[config.mk]
export PLATFORM = sky130hd
export DESIGN_NAME = ptc_front
export DESIGN_NICKNAME = d
export VERILOG_FILES = /design/src/sv/ptc_pkg.sv /design/src/sv/ptc_front.sv
export SDC_FILE = /design/constraint.sdc
export NUM_CORES = 1
export LEC_CHECK = 0
export ABC_AREA = 1
export BUFFER_PORTS_ARGS = -buffer_cell sky130_fd_sc_hd__clkbuf_2
export CORE_AREA = 2 2 133 135
export DETAILED_ROUTE_END_ITERATION = 10
export DIE_AREA = 0 0 135 137
export GPL_TIMING_DRIVEN = 0
export MAX_ROUTING_LAYER = met4
export PLACE_DENSITY_LB_ADDON = 0.25
export SYNTH_ARGS = -nofsm -noshare
export SYNTH_HDL_FRONTEND = slang
export SYNTH_SLANG_ARGS = --single-unit
[constraint.sdc]
create_clock -name vclk -period 2.35
set_clock_uncertainty 0.05 [all_clocks]
set_input_delay 0.47 -clock vclk [all_inputs]
set_output_delay 0.47 -clock vclk [all_outputs]
set_load 0.005 [all_outputs]
[src/sv/ptc_pkg.sv]
package ptc_pkg;

    typedef logic [3:0] kind_t;

    localparam kind_t KIND_QUERY = 4'd0;
    localparam kind_t KIND_PLAY  = 4'd1;
    localparam kind_t KIND_PAUSE = 4'd2;
    localparam kind_t KIND_STOP  = 4'd3;
    localparam kind_t KIND_SEEK  = 4'd4;
    localparam kind_t KIND_RATE  = 4'd5;
    localparam kind_t KIND_LOOP  = 4'd6;
    localparam kind_t KIND_CLEAR = 4'd7;
    localparam kind_t KIND_GO    = 4'd8;

    typedef enum logic [1:0] {
        RUN_STOPPED = 2'd0,
        RUN_PAUSED  = 2'd1,
        RUN_PLAYING = 2'd2
    } run_t;

    localparam int          FD_W     = 30;
    localparam logic [29:0] FD_RESET = 30'd28224000;
    localparam int          USER_W   = 5;

    typedef struct packed {
        kind_t kind;
        logic  batched;
        logic  eot;
        logic  run_rec;
        logic  rate_bad;
        logic  region_bad;
    } ptc_class_t;

endpackage

[src/sv/ptc_front.sv]
module ptc_front #(
    parameter int FRAME_BITS   = 48,
    parameter int RATE_BITS    = 32,
    parameter int TRIGGER_BITS = 16
) (
    input  logic                                               s_tvalid,
    output logic                                               s_tready,
    input  logic [FRAME_BITS+2*RATE_BITS+TRIGGER_BITS+190:0]   s_item,
    input  logic [ptc_pkg::USER_W-1:0]                         s_tuser,
    input  logic                                               s_tlast,
    input  logic                                               q_full,
    output logic                                               q_push,
    output ptc_pkg::ptc_class_t                                q_cls
);
    import ptc_pkg::*;

    localparam int OFF_NUM = FRAME_BITS + 64;
    localparam int OFF_DEN = OFF_NUM + RATE_BITS;
    localparam int OFF_RS  = OFF_DEN + RATE_BITS - 1;
    localparam int OFF_RE  = OFF_RS + 64;

    logic [RATE_BITS-1:0] num;
    logic [RATE_BITS-2:0] den;
    logic [63:0]          rs;
    logic [63:0]          re;
    kind_t                kind;

    assign num  = s_item[OFF_NUM +: RATE_BITS];
    assign den  = s_item[OFF_DEN +: RATE_BITS-1];
    assign rs   = s_item[OFF_RS +: 64];
    assign re   = s_item[OFF_RE +: 64];
    assign kind = s_tuser[3:0];

    assign s_tready = !q_full;
    assign q_push   = s_tvalid && !q_full;

    always_comb begin
        q_cls            = '0;
        q_cls.kind       = kind;
        q_cls.batched    = s_tuser[4];
        q_cls.eot        = s_tlast;
        q_cls.run_rec    = s_tuser[4] && (kind inside {KIND_PLAY, KIND_PAUSE, KIND_STOP});
        q_cls.rate_bad   = (num == '0) || (den == '0);
        q_cls.region_bad = ($signed(re) <= $signed(rs));
    end

endmodule

# Yosys cells after proc, flatten, opt, wreduce, memory -nomap -nowiden
# Index checks and enable logic that the tools add are counted.
[op_classes]
reduce_logical = 7
magnitude_cmp = 1
n_eq_ne = 3
[op_table]
columns = ["op", "count"]
rows = [
  ["less-or-equal comparator 64 bit", 1],
  ["logical NOT 32 bit", 1],
  ["logical NOT 31 bit", 1],
  ["equality test 4 x 2 -> 1 bit, second input constant", 2],
  ["equality test 4 x 1 -> 1 bit, second input constant", 1],
  ["nonzero test 3 bit", 1],
  ["logical AND 1 bit", 2],
  ["logical NOT 1 bit", 1],
  ["logical OR 1 bit", 1],
]
[word_totals]
elab_cells = 11
ff_bits = 0

# Logic depth before layout (Yosys ltp)
[logic_depth]
word_depth = 3
ltp_mapped = 15
mapped_depth_nobuf = 15

# Worst setup path before layout
# OpenSTA, ideal clock, no wires.
[synth_timing]
kind = "input port to output port"
from = "in s_item[230]"
to = "out q_cls[0] in the netlist's numbering"
t_arrival_ps = 1567
n_path_buf = 0
setup_slack_ps = 263
required_ps = 1830
stages = 11
cell_sequence = "inv_1 -> ha_1 -> nand2_1 -> nor2_2 -> nand2_1 -> nor3b_2 -> and3b_1 -> nand2_1 -> nand2_1 -> nand2_1 -> nand3_1"
[synth_lines]
columns = ["item", "line", "text"]
rows = [
  ["from (decl)", "ptc_front.sv:8", "input logic [FRAME_BITS+2*RATE_BITS+TRIGGER_BITS+190:0] s_item,"],
  ["to (decl)", "ptc_front.sv:13", "output ptc_pkg::ptc_class_t q_cls"],
]

==> flow_summary.ini <==
[status]
status = finished, violations left
violations = setup timing

[placed_design]
place_ws_ns = -0.2051
numPortBuffers = 209
routabilityCongestion = 0.7347
dp_hpwl_um = 6423

[worst_setup_path]
cp.arrival_ns = 1.88
worst_path_largest_cell_delay_ns = 0.28
path_buf_inv = 3
cpLargestDelayFamily = simple AND/OR/NAND/NOR gates
cp_common_cell = nand2_1
critPathCaptureType = output pin
cpMaxStageDelayCell = nor3b_4
crit_chain = clkbuf_2, inv_2, ha_4, nand4_1, nor3b_4, and3b_2, nand2_2, nand2_1, nand2_1, nand3_1, buf_2
crit_type = input port to output pin
worstPathRequired_ns = 1.83
critPathLaunch = s_item[233]
cp-start-kind = input port
crit_path_max_fanout = 2

[global_route]
grt_pass1_vias = 2471
grt_pass1_wl_um = 10170
grt_usage = 0.06628
grt_max_degree = 5
grt-ovfl-total = 0
antenna_found_initial = 0

[sta]
slew_headroom = 0.8079
min_period_over_period = 1.021
hold_viol = 0
finalWorstSetupSlack_ns = -0.04952
setup_viol = 1
drv_slew = 0
grt_setup_unrepaired = yes
min_period_ns = 2.400
fmax_mhz = 416.8
worst_pin_slew_ns = 0.2855

[power]
p_leak_nw = 2.297
p_per_area_nw_per_um2 = 152.5
irDropWorstVdd_uv = 50.47

[finish]
seq_cells = 0
nClkBuffers = 0
nNetsFinal = 943
regArea_um2 = 0
diodes = 0
fin_util = 0.2283
nFillCells = 1978
drive_gt1_frac = 0.5509
synthToLayoutAreaGrowth_pct = 94.38

[floorplanning]
die_w_um = 135
core_area_um2 = 17060
row_count = 48
pin_count = 338
start_util = 0.1174
die_h_um = 137
dieArea_um2 = 18500

[synth]
synthesis.instances = 335
ys.warnings.count = 0
synth_top_family_by_area = adder cells
synthesis.area_um2 = 2003
synth_nets = 726
ys_types = 21
synth_compound_area_frac = 0.09557
syn_area_per_cell_um2 = 5.980
yosys.area_share.simple = 0.3154
seq_area_frac_synth = 0
yosys-top-cells-area = ha_1, inv_1, nand2_1, a21oi_1, nor4_1
yosys.area.top_type_share = 0.3998
yosysMostFrequentCell = inv_1
synth_largest_area_cell = ha_1
synth_xor_xnor_area_share = 0
synthAdderAreaFrac = 0.3998
synthMuxAreaShare = 0
synth.cells.most_frequent = inv_1, nand2_1, ha_1, a21oi_1, nor2_1

[route]
drc_errors = 0
wl_per_cell_um = 8.929
num_vias = 2743
drt_iter0_markers = 31
routed_wl_um = 6920
drt-vias-per-instance = 3.539
ant_nets = 0
drt_pre_antenna_iters = 4

[run]
max_cap_viol_count = 0

[clocking]
hold_buffers = 0

[hold_path]
hold_path.class = input port to output pin
min_from = s_tlast
-- placed cells by master (no fill, tap or decap) --
master / Yosys / routed
a21oi_2: 0 / 6
nand2_2: 1 / 11
nor4_1: 15 / 15
nand4_2: 1 / 1
nor2_4: 0 / 4
nor3_2: 0 / 1
and3b_2: 0 / 1
ha_1: 64 / 39
nor3_1: 4 / 2
inv_4: 0 / 1
inv_2: 2 / 19
o22ai_1: 1 / 1
buf_2: 0 / 1
o211a_1: 1 / 1
clkbuf_2: 0 / 201
o21a_1: 1 / 1
buf_6: 0 / 7
o21ai_1: 0 / 1
nand4_1: 9 / 9
nand2_1: 82 / 65
nor2_1: 19 / 13
nor3b_4: 0 / 1
nor3_4: 0 / 1
nand3_1: 6 / 6
o21ai_0: 4 / 3
nand2_4: 0 / 7
nor2_2: 2 / 4
inv_1: 87 / 69
a21oi_1: 25 / 19
a21o_1: 3 / 3
ha_4: 0 / 25
buf_4: 6 / 12
-- kinds of logic (layout without fill, tap and decap cells) --
kind of cell,count (synthesis),in the layout
simple gates,141,141
buf+inv,95,310
fa+ha+maj,64,64
compound gates,35,35
-- repair_timing --
item                                    CTS  global route
pin swaps                                22            38
endpoints found under the hold margin     0             0
endpoints found under the setup margin    1             1
resized for setup                        34            64
setup buffers                             2             4
-- per-layer routing --
layer	GRT usage	share of wire	vias up	routed length [µm]
li1	-	-	1508	-
met1	0.08256	0.41	1127	2868
met3	0.005185	0.081	0	558
met2	0.1244	0.50	108	3492
met5	-	0	-	0
met4	0	0	0	0
-- per-stage QoR --
step	TNS, ns	power, mW	cells	cell area [µm²]	hold WS (ns)
final	-0.04952	0.5937	775	3894	1.059
after global routing	-0.1731	0.6885	775	3894	1.065
after CTS	-0.1338	0.5205	771	3533	1.061
after detailed placement	-0.2051	0.4687	769	3331	1.060
after global placement	-0.1969	0.4712	769	3331	1.059
after floorplan	0	0.2374	335	2003	0.9165
-- worst paths after layout --
| path | cells after the start | slack [ns] | endpoint |
|---|---|---|---|
| worst max-delay path | 11 | -0.05 | q_cls[0] |
| worst min-delay path | 2 | 1.06 | q_cls[3] |
-- power by group --
group | leakage (nW) | total (mW) | internal (mW) | switching (mW)
Combinational | 2.30 | 0.594 | 0.323 | 0.270
Sequential | 0 | 0 | 0 | 0
Clock | 0 | 0 | 0 | 0
-- cell type report --
| class | count | area, µm² | share of cell area |
|---|---|---|---|
| Inverter | 89 | 336.6 | 0.08644 |
| Buffer | 6 | 45.04 | 0.01157 |
| Tap cell | 225 | 281.5 | 0.07230 |
| Multi-Input combinational cell | 240 | 2096 | 0.5382 |
| Timing Repair Buffer | 215 | 1135 | 0.2915 |
No activity file was read; power rests on OpenSTA's default activity.
