--- config.mk ---
export PLATFORM = sky130hd
export DESIGN_NAME = ptc_queue
export DESIGN_NICKNAME = d
export VERILOG_FILES = /design/src/sv/ptc_queue.sv
export SDC_FILE = /design/constraint.sdc
export NUM_CORES = 1
export LEC_CHECK = 0
export ABC_AREA = 1
export ABC_CLOCK_PERIOD_IN_PS = 1400
export BUFFER_PORTS_ARGS = -buffer_cell sky130_fd_sc_hd__buf_2
export CELL_PAD_IN_SITES_DETAIL_PLACEMENT = 0
export CELL_PAD_IN_SITES_GLOBAL_PLACEMENT = 1
export CORE_MARGIN = 2
export CORE_UTILIZATION = 39
export CTS_CLUSTER_SIZE = 10
export DETAILED_ROUTE_END_ITERATION = 10
export HOLD_SLACK_MARGIN = 0.08
export PLACE_DENSITY_LB_ADDON = 0.1
export SYNTH_ARGS = -nofsm -noshare
export SYNTH_HDL_FRONTEND = slang
export SYNTH_SLANG_ARGS = --single-unit
--- constraint.sdc ---
create_clock -name aclk -period 1.4 [get_ports aclk]
set_clock_uncertainty 0.05 [all_clocks]
set_input_delay 0.28 -clock aclk [delete_from_list [all_inputs] [get_ports aclk]]
set_output_delay 0.28 -clock aclk [all_outputs]
set_load 0.05 [all_outputs]
--- src/sv/ptc_queue.sv ---
module ptc_queue #(
    parameter int W = 8
) (
    input  logic         aclk,
    input  logic         aresetn,
    input  logic         push,
    input  logic [W-1:0] wdata,
    output logic         full,
    input  logic         pop,
    output logic         rvalid,
    output logic [W-1:0] rdata
);
    logic [W-1:0] mem_reg [2];
    logic         wp_reg;
    logic         rp_reg;
    logic [1:0]   cnt_reg;

    assign full   = (cnt_reg == 2'd2);
    assign rvalid = (cnt_reg != 2'd0);
    assign rdata  = mem_reg[rp_reg];

    always_ff @(posedge aclk) begin
        if (push) begin
            mem_reg[wp_reg] <= wdata;
        end
    end

    always_ff @(posedge aclk) begin
        if (!aresetn) begin
            wp_reg  <= 1'b0;
            rp_reg  <= 1'b0;
            cnt_reg <= 2'd0;
        end else begin
            if (push) begin
                wp_reg <= !wp_reg;
            end
            if (pop) begin
                rp_reg <= !rp_reg;
            end
            if (push && !pop) begin
                cnt_reg <= cnt_reg + 2'd1;
            end else if (pop && !push) begin
                cnt_reg <= cnt_reg - 2'd1;
            end
        end
    end

endmodule

After elaboration in Yosys (flattened, before gate mapping)
Memories as Yosys holds them, arrays and structs flattened. A register that Yosys moved wholly into a read port is not among the register bits.
Cells that the tools add are included.
- flip-flop bits (word level): 4
- bits in writable memories: 16
- input port bits: 12
- word-level logic and storage cells: 21
- memories: 1
- add/subtract/negate cells: 2
- eq/ne operators: 1
- multiplexer cells: 6
- reduce and logical (&&, ||, !) cells: 8
- memory list (memory ; depth ; bits a word ; read ports ; clocked after memory_dff ; write ports ; line ; source):
    mem_reg ; 2 ; 8 ; 1 ; 1 ; 1 ; 13 ; logic [W-1:0] mem_reg [2];
- operators with widths (operator ; number):
    1-bit logical NOT ; 4
    1-bit two-way mux ; 4
    2-bit two-way mux ; 2
    2-bit nonzero test ; 2
    2-bit by 1-bit adder with 2-bit output (second input constant) ; 1
    2-bit == test (second input constant) ; 1
    1-bit logical AND ; 2
    2-bit by 1-bit subtractor with 2-bit output (second input constant) ; 1

Logic depth before layout (Yosys ltp)
Gate-level depths: netlist (run 1).
- depth after elaboration: 4
- depth in mapped cells: 8
- gate-level depth less buffers: 8

Worst setup path after synthesis (run 1)
OpenSTA, ideal clock, no wires.
- kind: reg2out
- from: register cnt_reg[1]
- to: output full
- arrival time: 1006 ps
- data required time: 1070 ps
- path slack: 64 ps
- stages on the path, launching flop included: 3
- buffers on the path: 0
- cell sequence: dfxtp_1 inv_1 nor2_1
- longest elaborated chain between the ends: 1
- ends and longest elaborated chain (item ; line ; source):
    from (decl) ; 16 ; logic [1:0] cnt_reg;
    from (signal assigned) ; 41 ; cnt_reg <= cnt_reg + 2'd1;
    from (signal assigned) ; 43 ; cnt_reg <= cnt_reg - 2'd1;
    2-bit == test ; 18 ; assign full = (cnt_reg == 2'd2);
    to (decl) ; 8 ; output logic full,
No other way between the ends.

==> reports/qor.yml, run 1 <==
status:
  status: "complete, but fails checks"
  violations: "setup timing"
critical_path:
  critPathLaunchType: "flop"
  reg2reg_depth: 2
  crit_type: "flop to output port"
  cp_data_arrival_time_ns: 1.25
  path_cells: "buf_12 > mux2_4 > buf_8"
  reg2reg_from: "wp_reg"
  crit_fanout: 8
  required_ns: 1.07
  r2r_setup_slack_ns: 0.34
  rr_endpoint: "mem_reg[1][4]"
  cp_slowest_cell: "dfxtp_2"
  endpoint: "rdata[6]"
  crit_path_end_kind: "output port"
  slowest_delay_ns: 0.35
detailed_routing:
  route.detailed.drc: 0
  drt-total-wl_um: 1257
  drtPass1Iterations: 6
  wl_per_cell_um: 11.32
  drt_iter0_markers: 5
  antenna_left: 0
  vias: 497
  avgViaCountPerCell: 4.477
logic_synthesis:
  synth_warnings: 0
  synth_cells: 58
  synth_area_per_cell_um2: 13.98
  synth_top_area_share_pct: 59.26
  synth_area_leaders: "edfxtp_1 (59%), dfxtp_1 (12%), mux2_2 (11%)"
  synth_cell_types: 16
  synth-seq-cells: 21
  synth_area_leader_cell: "edfxtp_1"
  synth_area_um2: 810.8
  syn_nets: 71
  synth-seq-area-share_pct: 71.60
finish:
  nets: 98
  layout_common_cells: "edfxtp_1 (16), buf_2 (11), inv_1 (8), mux2_4 (8), buf_8 (8)"
  area_delta_synth_final_pct: 36.88
  final_area_mm2: 0.001110
  largest_register_ffs: 16
  drive_above_1_share_pct: 45.24
  layout.cells.non_filler: 111
  final_common_cell: "edfxtp_1"
  antenna_cells: 0
hold_path:
  hold_depth: 1
  hp-class: "input port to flop"
  hold_start: "wdata[5]"
pwr:
  power_density_mw_per_mm2: 1227
  pwr-share-seq_pct: 53.6
  power_leakage_nw: 0.4843
  irDropWorstVdd_mv: 0.5741
  p_switching_mw: 0.3824
  comb_power_share_pct: 26.3
  total_power_mw: 1.362
  swShare_pct: 28.07
  pwr-share-clk_pct: 20.1
  p_int_mw: 0.9798
place:
  gp_congestion: 0.6430
  port_buffers: 21
  dp_hpwl_um: 850.2
  place_area_um2: 965.9
  dp_cells: 107
global_route:
  grt_pass1_wl_um: 2014
  grt_overflow: 0
  first_global_vias: 476
  grt.total_usage_pct: 11.37
  antenna_found_initial: 0
  grt_max_degree: 12
sta:
  fin_ws_ns: -0.1837
  fin_crit_sh_pct: 113.1
  slew-limit-headroom_pct: 77.25
  max_slew.worst_pin.slew_ns: 0.3409
  final_max_slew_viol_count: 0
  period_needed_ns: 1.584
  holdWs_ns: 0.1215
  hold_viol_final: 0
  setup_tns_ns: -1.370
  rsz0062_at_grt: "true"
  max_freq_mhz: 631.4
  setup_viol: 8
clocking:
  htreeDepth: 1
  clkTransAtPathRegs_ns: 0.11
  clk_path_buf_depth: 2
  cts_root_buffer: "clkbuf_4"
  clock_sinks: 21
  cts_hold_buf: 0
  cts_tree: "done"
  clk_latency_ns: 0.29
  numCtsBuffers: 3
job:
  max-cap-violations: 0
die:
  dieWidth_um: 49.60
  fp.coreArea_mm2: 0.001962
  io_pins: 22
  die_area_mm2: 0.002460
  dieHeight_um: 49.60
  rows: 16
  initial_utilization_pct: 41.33
stage by stage:
step	utilization, %	setup WS (ns)
6_report	56.57	-0.1837
5_1_grt	56.57	-0.2314
4_1_cts	56.38	-0.1917
3_5_place_dp	49.23	0.06720
3_3_place_gp	49.23	0.07716
2_1_floorplan	-	0.06379
cells by family after synthesis:
kind of cell / count (synthesis) / synth area share [%]
and+or+nand+nor: 15 / 7.870
adders and majority gates: 1 / 1.543
AOI/OAI and AO/OA: 2 / 1.233
buffers and inverters: 10 / 5.555
muxes: 8 / 11.11
xor gates and xnor gates: 1 / 1.080
DFF: 21 / 71.61
layer usage:
layer / up-vias / routed length, um / global-route usage [%]
li1: 248 / - / -
met1: 234 / 537 / 11.78
met2: 13 / 641 / 20.22
met3: 2 / 63 / 3.030
met4: 0 / 15 / 6.944
met5: - / 0 / 0
power by group through the flow:
stage	Sequential [mW]	Combinational, mW	Clock, mW
floorplan	0.738	0.208	0
global placement	0.741	0.275	0
detailed placement	0.743	0.278	0
CTS	0.730	0.358	0.286
global route	0.735	0.377	0.315
finish	0.730	0.358	0.274
what timing repair did:
item                                    in CTS  in global routing
resized for setup                           34                  3
setup buffers                                0                  0
endpoints found under the setup margin       9                 10
gates cloned                                 0                  0
critical path, delay by kind of cell, from the launching register on:
kind / cells / cell delay, ns
muxes: 1 / 0.32
buffers and inverters: 2 / 0.28
DFF: 1 / 0.35
synthesized netlist by cell type:
library cell  number
a21oi_1            1
buf_6              1
dfxtp_1            5
edfxtp_1          16
ha_1               1
inv_1              8
inv_2              1
mux2_2             8
nand2_1            5
nand2_2            1
nand3_1            1
nand4_1            1
nor2_1             6
nor3_1             1
o21ai_0            1
xnor2_1            1
how the worst min path moves through the flow:
| stage | slack (ns) | endpoint |
|---|---|---|
| floorplan | 0.33 | mem_reg[0][0] |
| global placement | 0.42 | mem_reg[1][7] |
| detailed placement | 0.42 | mem_reg[0][5] |
| CTS | 0.11 | mem_reg[0][5] |
| global route | 0.09 | mem_reg[1][7] |
| finish | 0.12 | mem_reg[0][5] |
cell type report:
class	count	area (um2)
repair buffers	23	217.7
flip-flops and latches	21	583.1
inverters	9	33.78
clock buffers	4	26.28
multi-input cells	27	215.2
well taps	27	33.78
fillers	187	852.1
(Power assumes the default switching activity.)
==> run 2: changes to the inputs <==
--- a/config.mk
+++ b/config.mk
@@ -8,6 +8,7 @@
 export ABC_AREA = 1
 export ABC_CLOCK_PERIOD_IN_PS = 1400
 export BUFFER_PORTS_ARGS = -buffer_cell sky130_fd_sc_hd__buf_2
+export CAP_MARGIN = 10
 export CELL_PAD_IN_SITES_DETAIL_PLACEMENT = 0
 export CELL_PAD_IN_SITES_GLOBAL_PLACEMENT = 1
 export CORE_MARGIN = 2
==> constraint.sdc (replaced) <==
create_clock -name aclk -period 1.4 [get_ports aclk]
set_clock_uncertainty 0.05 [all_clocks]
set_input_delay 0.21 -clock aclk [delete_from_list [all_inputs] [get_ports aclk]]
set_output_delay 0.21 -clock aclk [all_outputs]
set_load 0.05 [all_outputs]
==> run 2 against run 1 <==
- the run still ends with setup timing left
- die area is the same
- sequential power is essentially flat
- clock power is essentially flat
- flip-flop and latch count is the same
- sequential share of layout area shrank 3.5 points
- combinational power grew 4%
- via count grew 6.4%
- global-route usage grew 0.97 points
- routed wire length grew 6.0%
- final cell count grew 7.2%
==> reports/qor.yml, run 2 (synthesis results as in run 1) <==
status:
  status: "complete, but fails checks"
  violations: "setup timing"
die:
  fp.coreArea_mm2: 0.001962  # unchanged
  die_area_mm2: 0.002460  # unchanged
  dieWidth_um: 49.60  # unchanged
  dieHeight_um: 49.60  # unchanged
  io_pins: 22  # unchanged
  initial_utilization_pct: 41.33  # unchanged
  rows: 16  # unchanged
critical_path:
  r2r_setup_slack_ns: 0.33  # about the same
  required_ns: 1.14  # +0.07 ns
  critPathLaunchType: "flop"
  cp_data_arrival_time_ns: 1.25  # about the same
  reg2reg_depth: 2  # unchanged
  crit_type: "flop to output port"
  crit_path_end_kind: "output port"
  crit_fanout: 8  # unchanged
finish:
  layout_common_cells: "edfxtp_1 (16), buf_2 (12)"
  nets: 106  # +8.2%
  fillerInstances: 179  # -4.3%
  largest_register_ffs: 16  # unchanged
  drive_above_1_share_pct: 40.22  # -5.0 points
  area_delta_synth_final_pct: 46.30
  final_common_cell: "edfxtp_1"
  antenna_cells: 0  # unchanged
  final_area_mm2: 0.001186  # +6.9%
sta:
  rsz0062_at_grt: "true"
  period_needed_ns: 1.511  # -0.07258 ns
  max_slew.worst_pin.slew_ns: 0.3408  # -0.00004542 ns
  fin_crit_sh_pct: 107.9  # -5.2 points
  final_max_slew_viol_count: 0  # unchanged
  max_freq_mhz: 661.8  # +4.8%
  setup_tns_ns: -0.7966  # +0.5732 ns
  fin_ws_ns: -0.1111  # +0.07258 ns
  hold_viol_final: 0  # unchanged
  setup_viol: 8  # unchanged
  slew-limit-headroom_pct: 77.25  # about the same
clocking:
  numCtsBuffers: 3  # unchanged
  htreeDepth: 1  # unchanged
  clkTransAtPathRegs_ns: 0.10  # about the same
  post_cts_buffers: 0  # unchanged
  clk_latency_ns: 0.29  # about the same
  cts_tree: "done"
  clock_sinks: 21  # unchanged
  clk_path_buf_depth: 2  # unchanged
  cts_root_buffer: "clkbuf_4"
global_route:
  grt_max_degree: 12  # unchanged
  antenna_found_initial: 0  # unchanged
  grt_pass1_wl_um: 2194  # +8.9%
  grt.total_usage_pct: 12.35  # +0.97 points
  first_global_vias: 527  # +11%
  grt_overflow: 0  # unchanged
place:
  gp_congestion: 0.6430  # unchanged
  port_buffers: 21  # unchanged
  dp_slack_ns: 0.1372  # +0.07000 ns
  place_area_um2: 965.9  # unchanged
  dp_hpwl_um: 850.2  # unchanged
pwr:
  irDropWorstVdd_mv: 0.5752  # +0.19%
  power_density_mw_per_mm2: 1159  # -5.6%
  power_leakage_nw: 0.5170  # +6.8%
detailed_routing:
  drtPass1Iterations: 6  # unchanged
  drt-total-wl_um: 1333  # +6.0%
  antenna_left: 0  # unchanged
  avgViaCountPerCell: 4.445  # -0.72%
  wl_per_cell_um: 11.20  # -1.1%
  drt_iter0_markers: 5  # unchanged
  route.detailed.drc: 0  # unchanged
  vias: 529  # +6.4%
job:
  max-cap-violations: 0  # unchanged
hold_path:
  hp-class: "input port to flop"
  hold_depth: 3  # +2
-- run 2: changes by cell type in the layout (fill, tap and decap cells not counted) --
cell	delta
dfxtp_1	+1
buf_4	-2
clkbuf_4	+1
buf_2	+1
dfxtp_2	-1
dlygate4sd3_1	+8
-- run 2: path summary, 6_finish.rpt --
kind                            startpoint       endpoint
worst max register to register      wp_reg  mem_reg[1][4]
worst min-delay path               aresetn     cnt_reg[1]
worst min register to register  cnt_reg[0]     cnt_reg[0]
worst max-delay path                  flop       rdata[6]
-- run 2: routing by layer --
layer	global-route usage, %	routed length (um)	share of wire, %
met5	0	0	0
met4	6.944	15	1.1
met3	3.030	67	5.0
met2	22.44	695	52
met1	12.77	554	42
-- run 2: critical path: stages (launching register included) --
cell and delay, ns:
dfxtp_2 0.35, buf_12 0.13, mux2_4 0.32, buf_8 0.15
-- run 2: where the power goes --
part | internal (mW) | leakage, nW | switching, mW | total (mW)
combinational | 0.167 | 0.310 | 0.205 | 0.373
clock | 0.111 | 0.0150 | 0.161 | 0.272
sequential | 0.713 | 0.192 | 0.0167 | 0.730
total | 0.991 | 0.517 | 0.383 | 1.37
-- run 2: repair_timing --
action	in CTS	in global routing
hold buffers	8	0
gates resized for setup	33	1
cloned	0	0
endpoints found under the hold margin	16	0
setup endpoints to repair	8	9
-- run 2: layout make-up --
type / count / area [um2] / area share (%)
Multi-Input combinational cell: 27 / 215.2 / 18.14
Inverter: 9 / 33.78 / 2.848
Tap cell: 27 / 33.78 / 2.848
Timing Repair Buffer: 31 / 295.3 / 24.89
Sequential cell: 21 / 581.8 / 49.05
Clock buffer: 4 / 26.28 / 2.215
-- run 2: through the flow --
step / std cells / utilization, % / hold slack, ns / total power [mW]
3_3_place_gp: 107 / 49.23 / 0.3476 / 1.016
2_1_floorplan: 58 / - / 0.2589 / 0.9461
4_1_cts: 119 / 60.33 / 0.09923 / 1.387
3_5_place_dp: 107 / 49.23 / 0.3537 / 1.020
5_1_grt: 119 / 60.46 / 0.1198 / 1.441
6_report: 119 / 60.46 / 0.1050 / 1.374
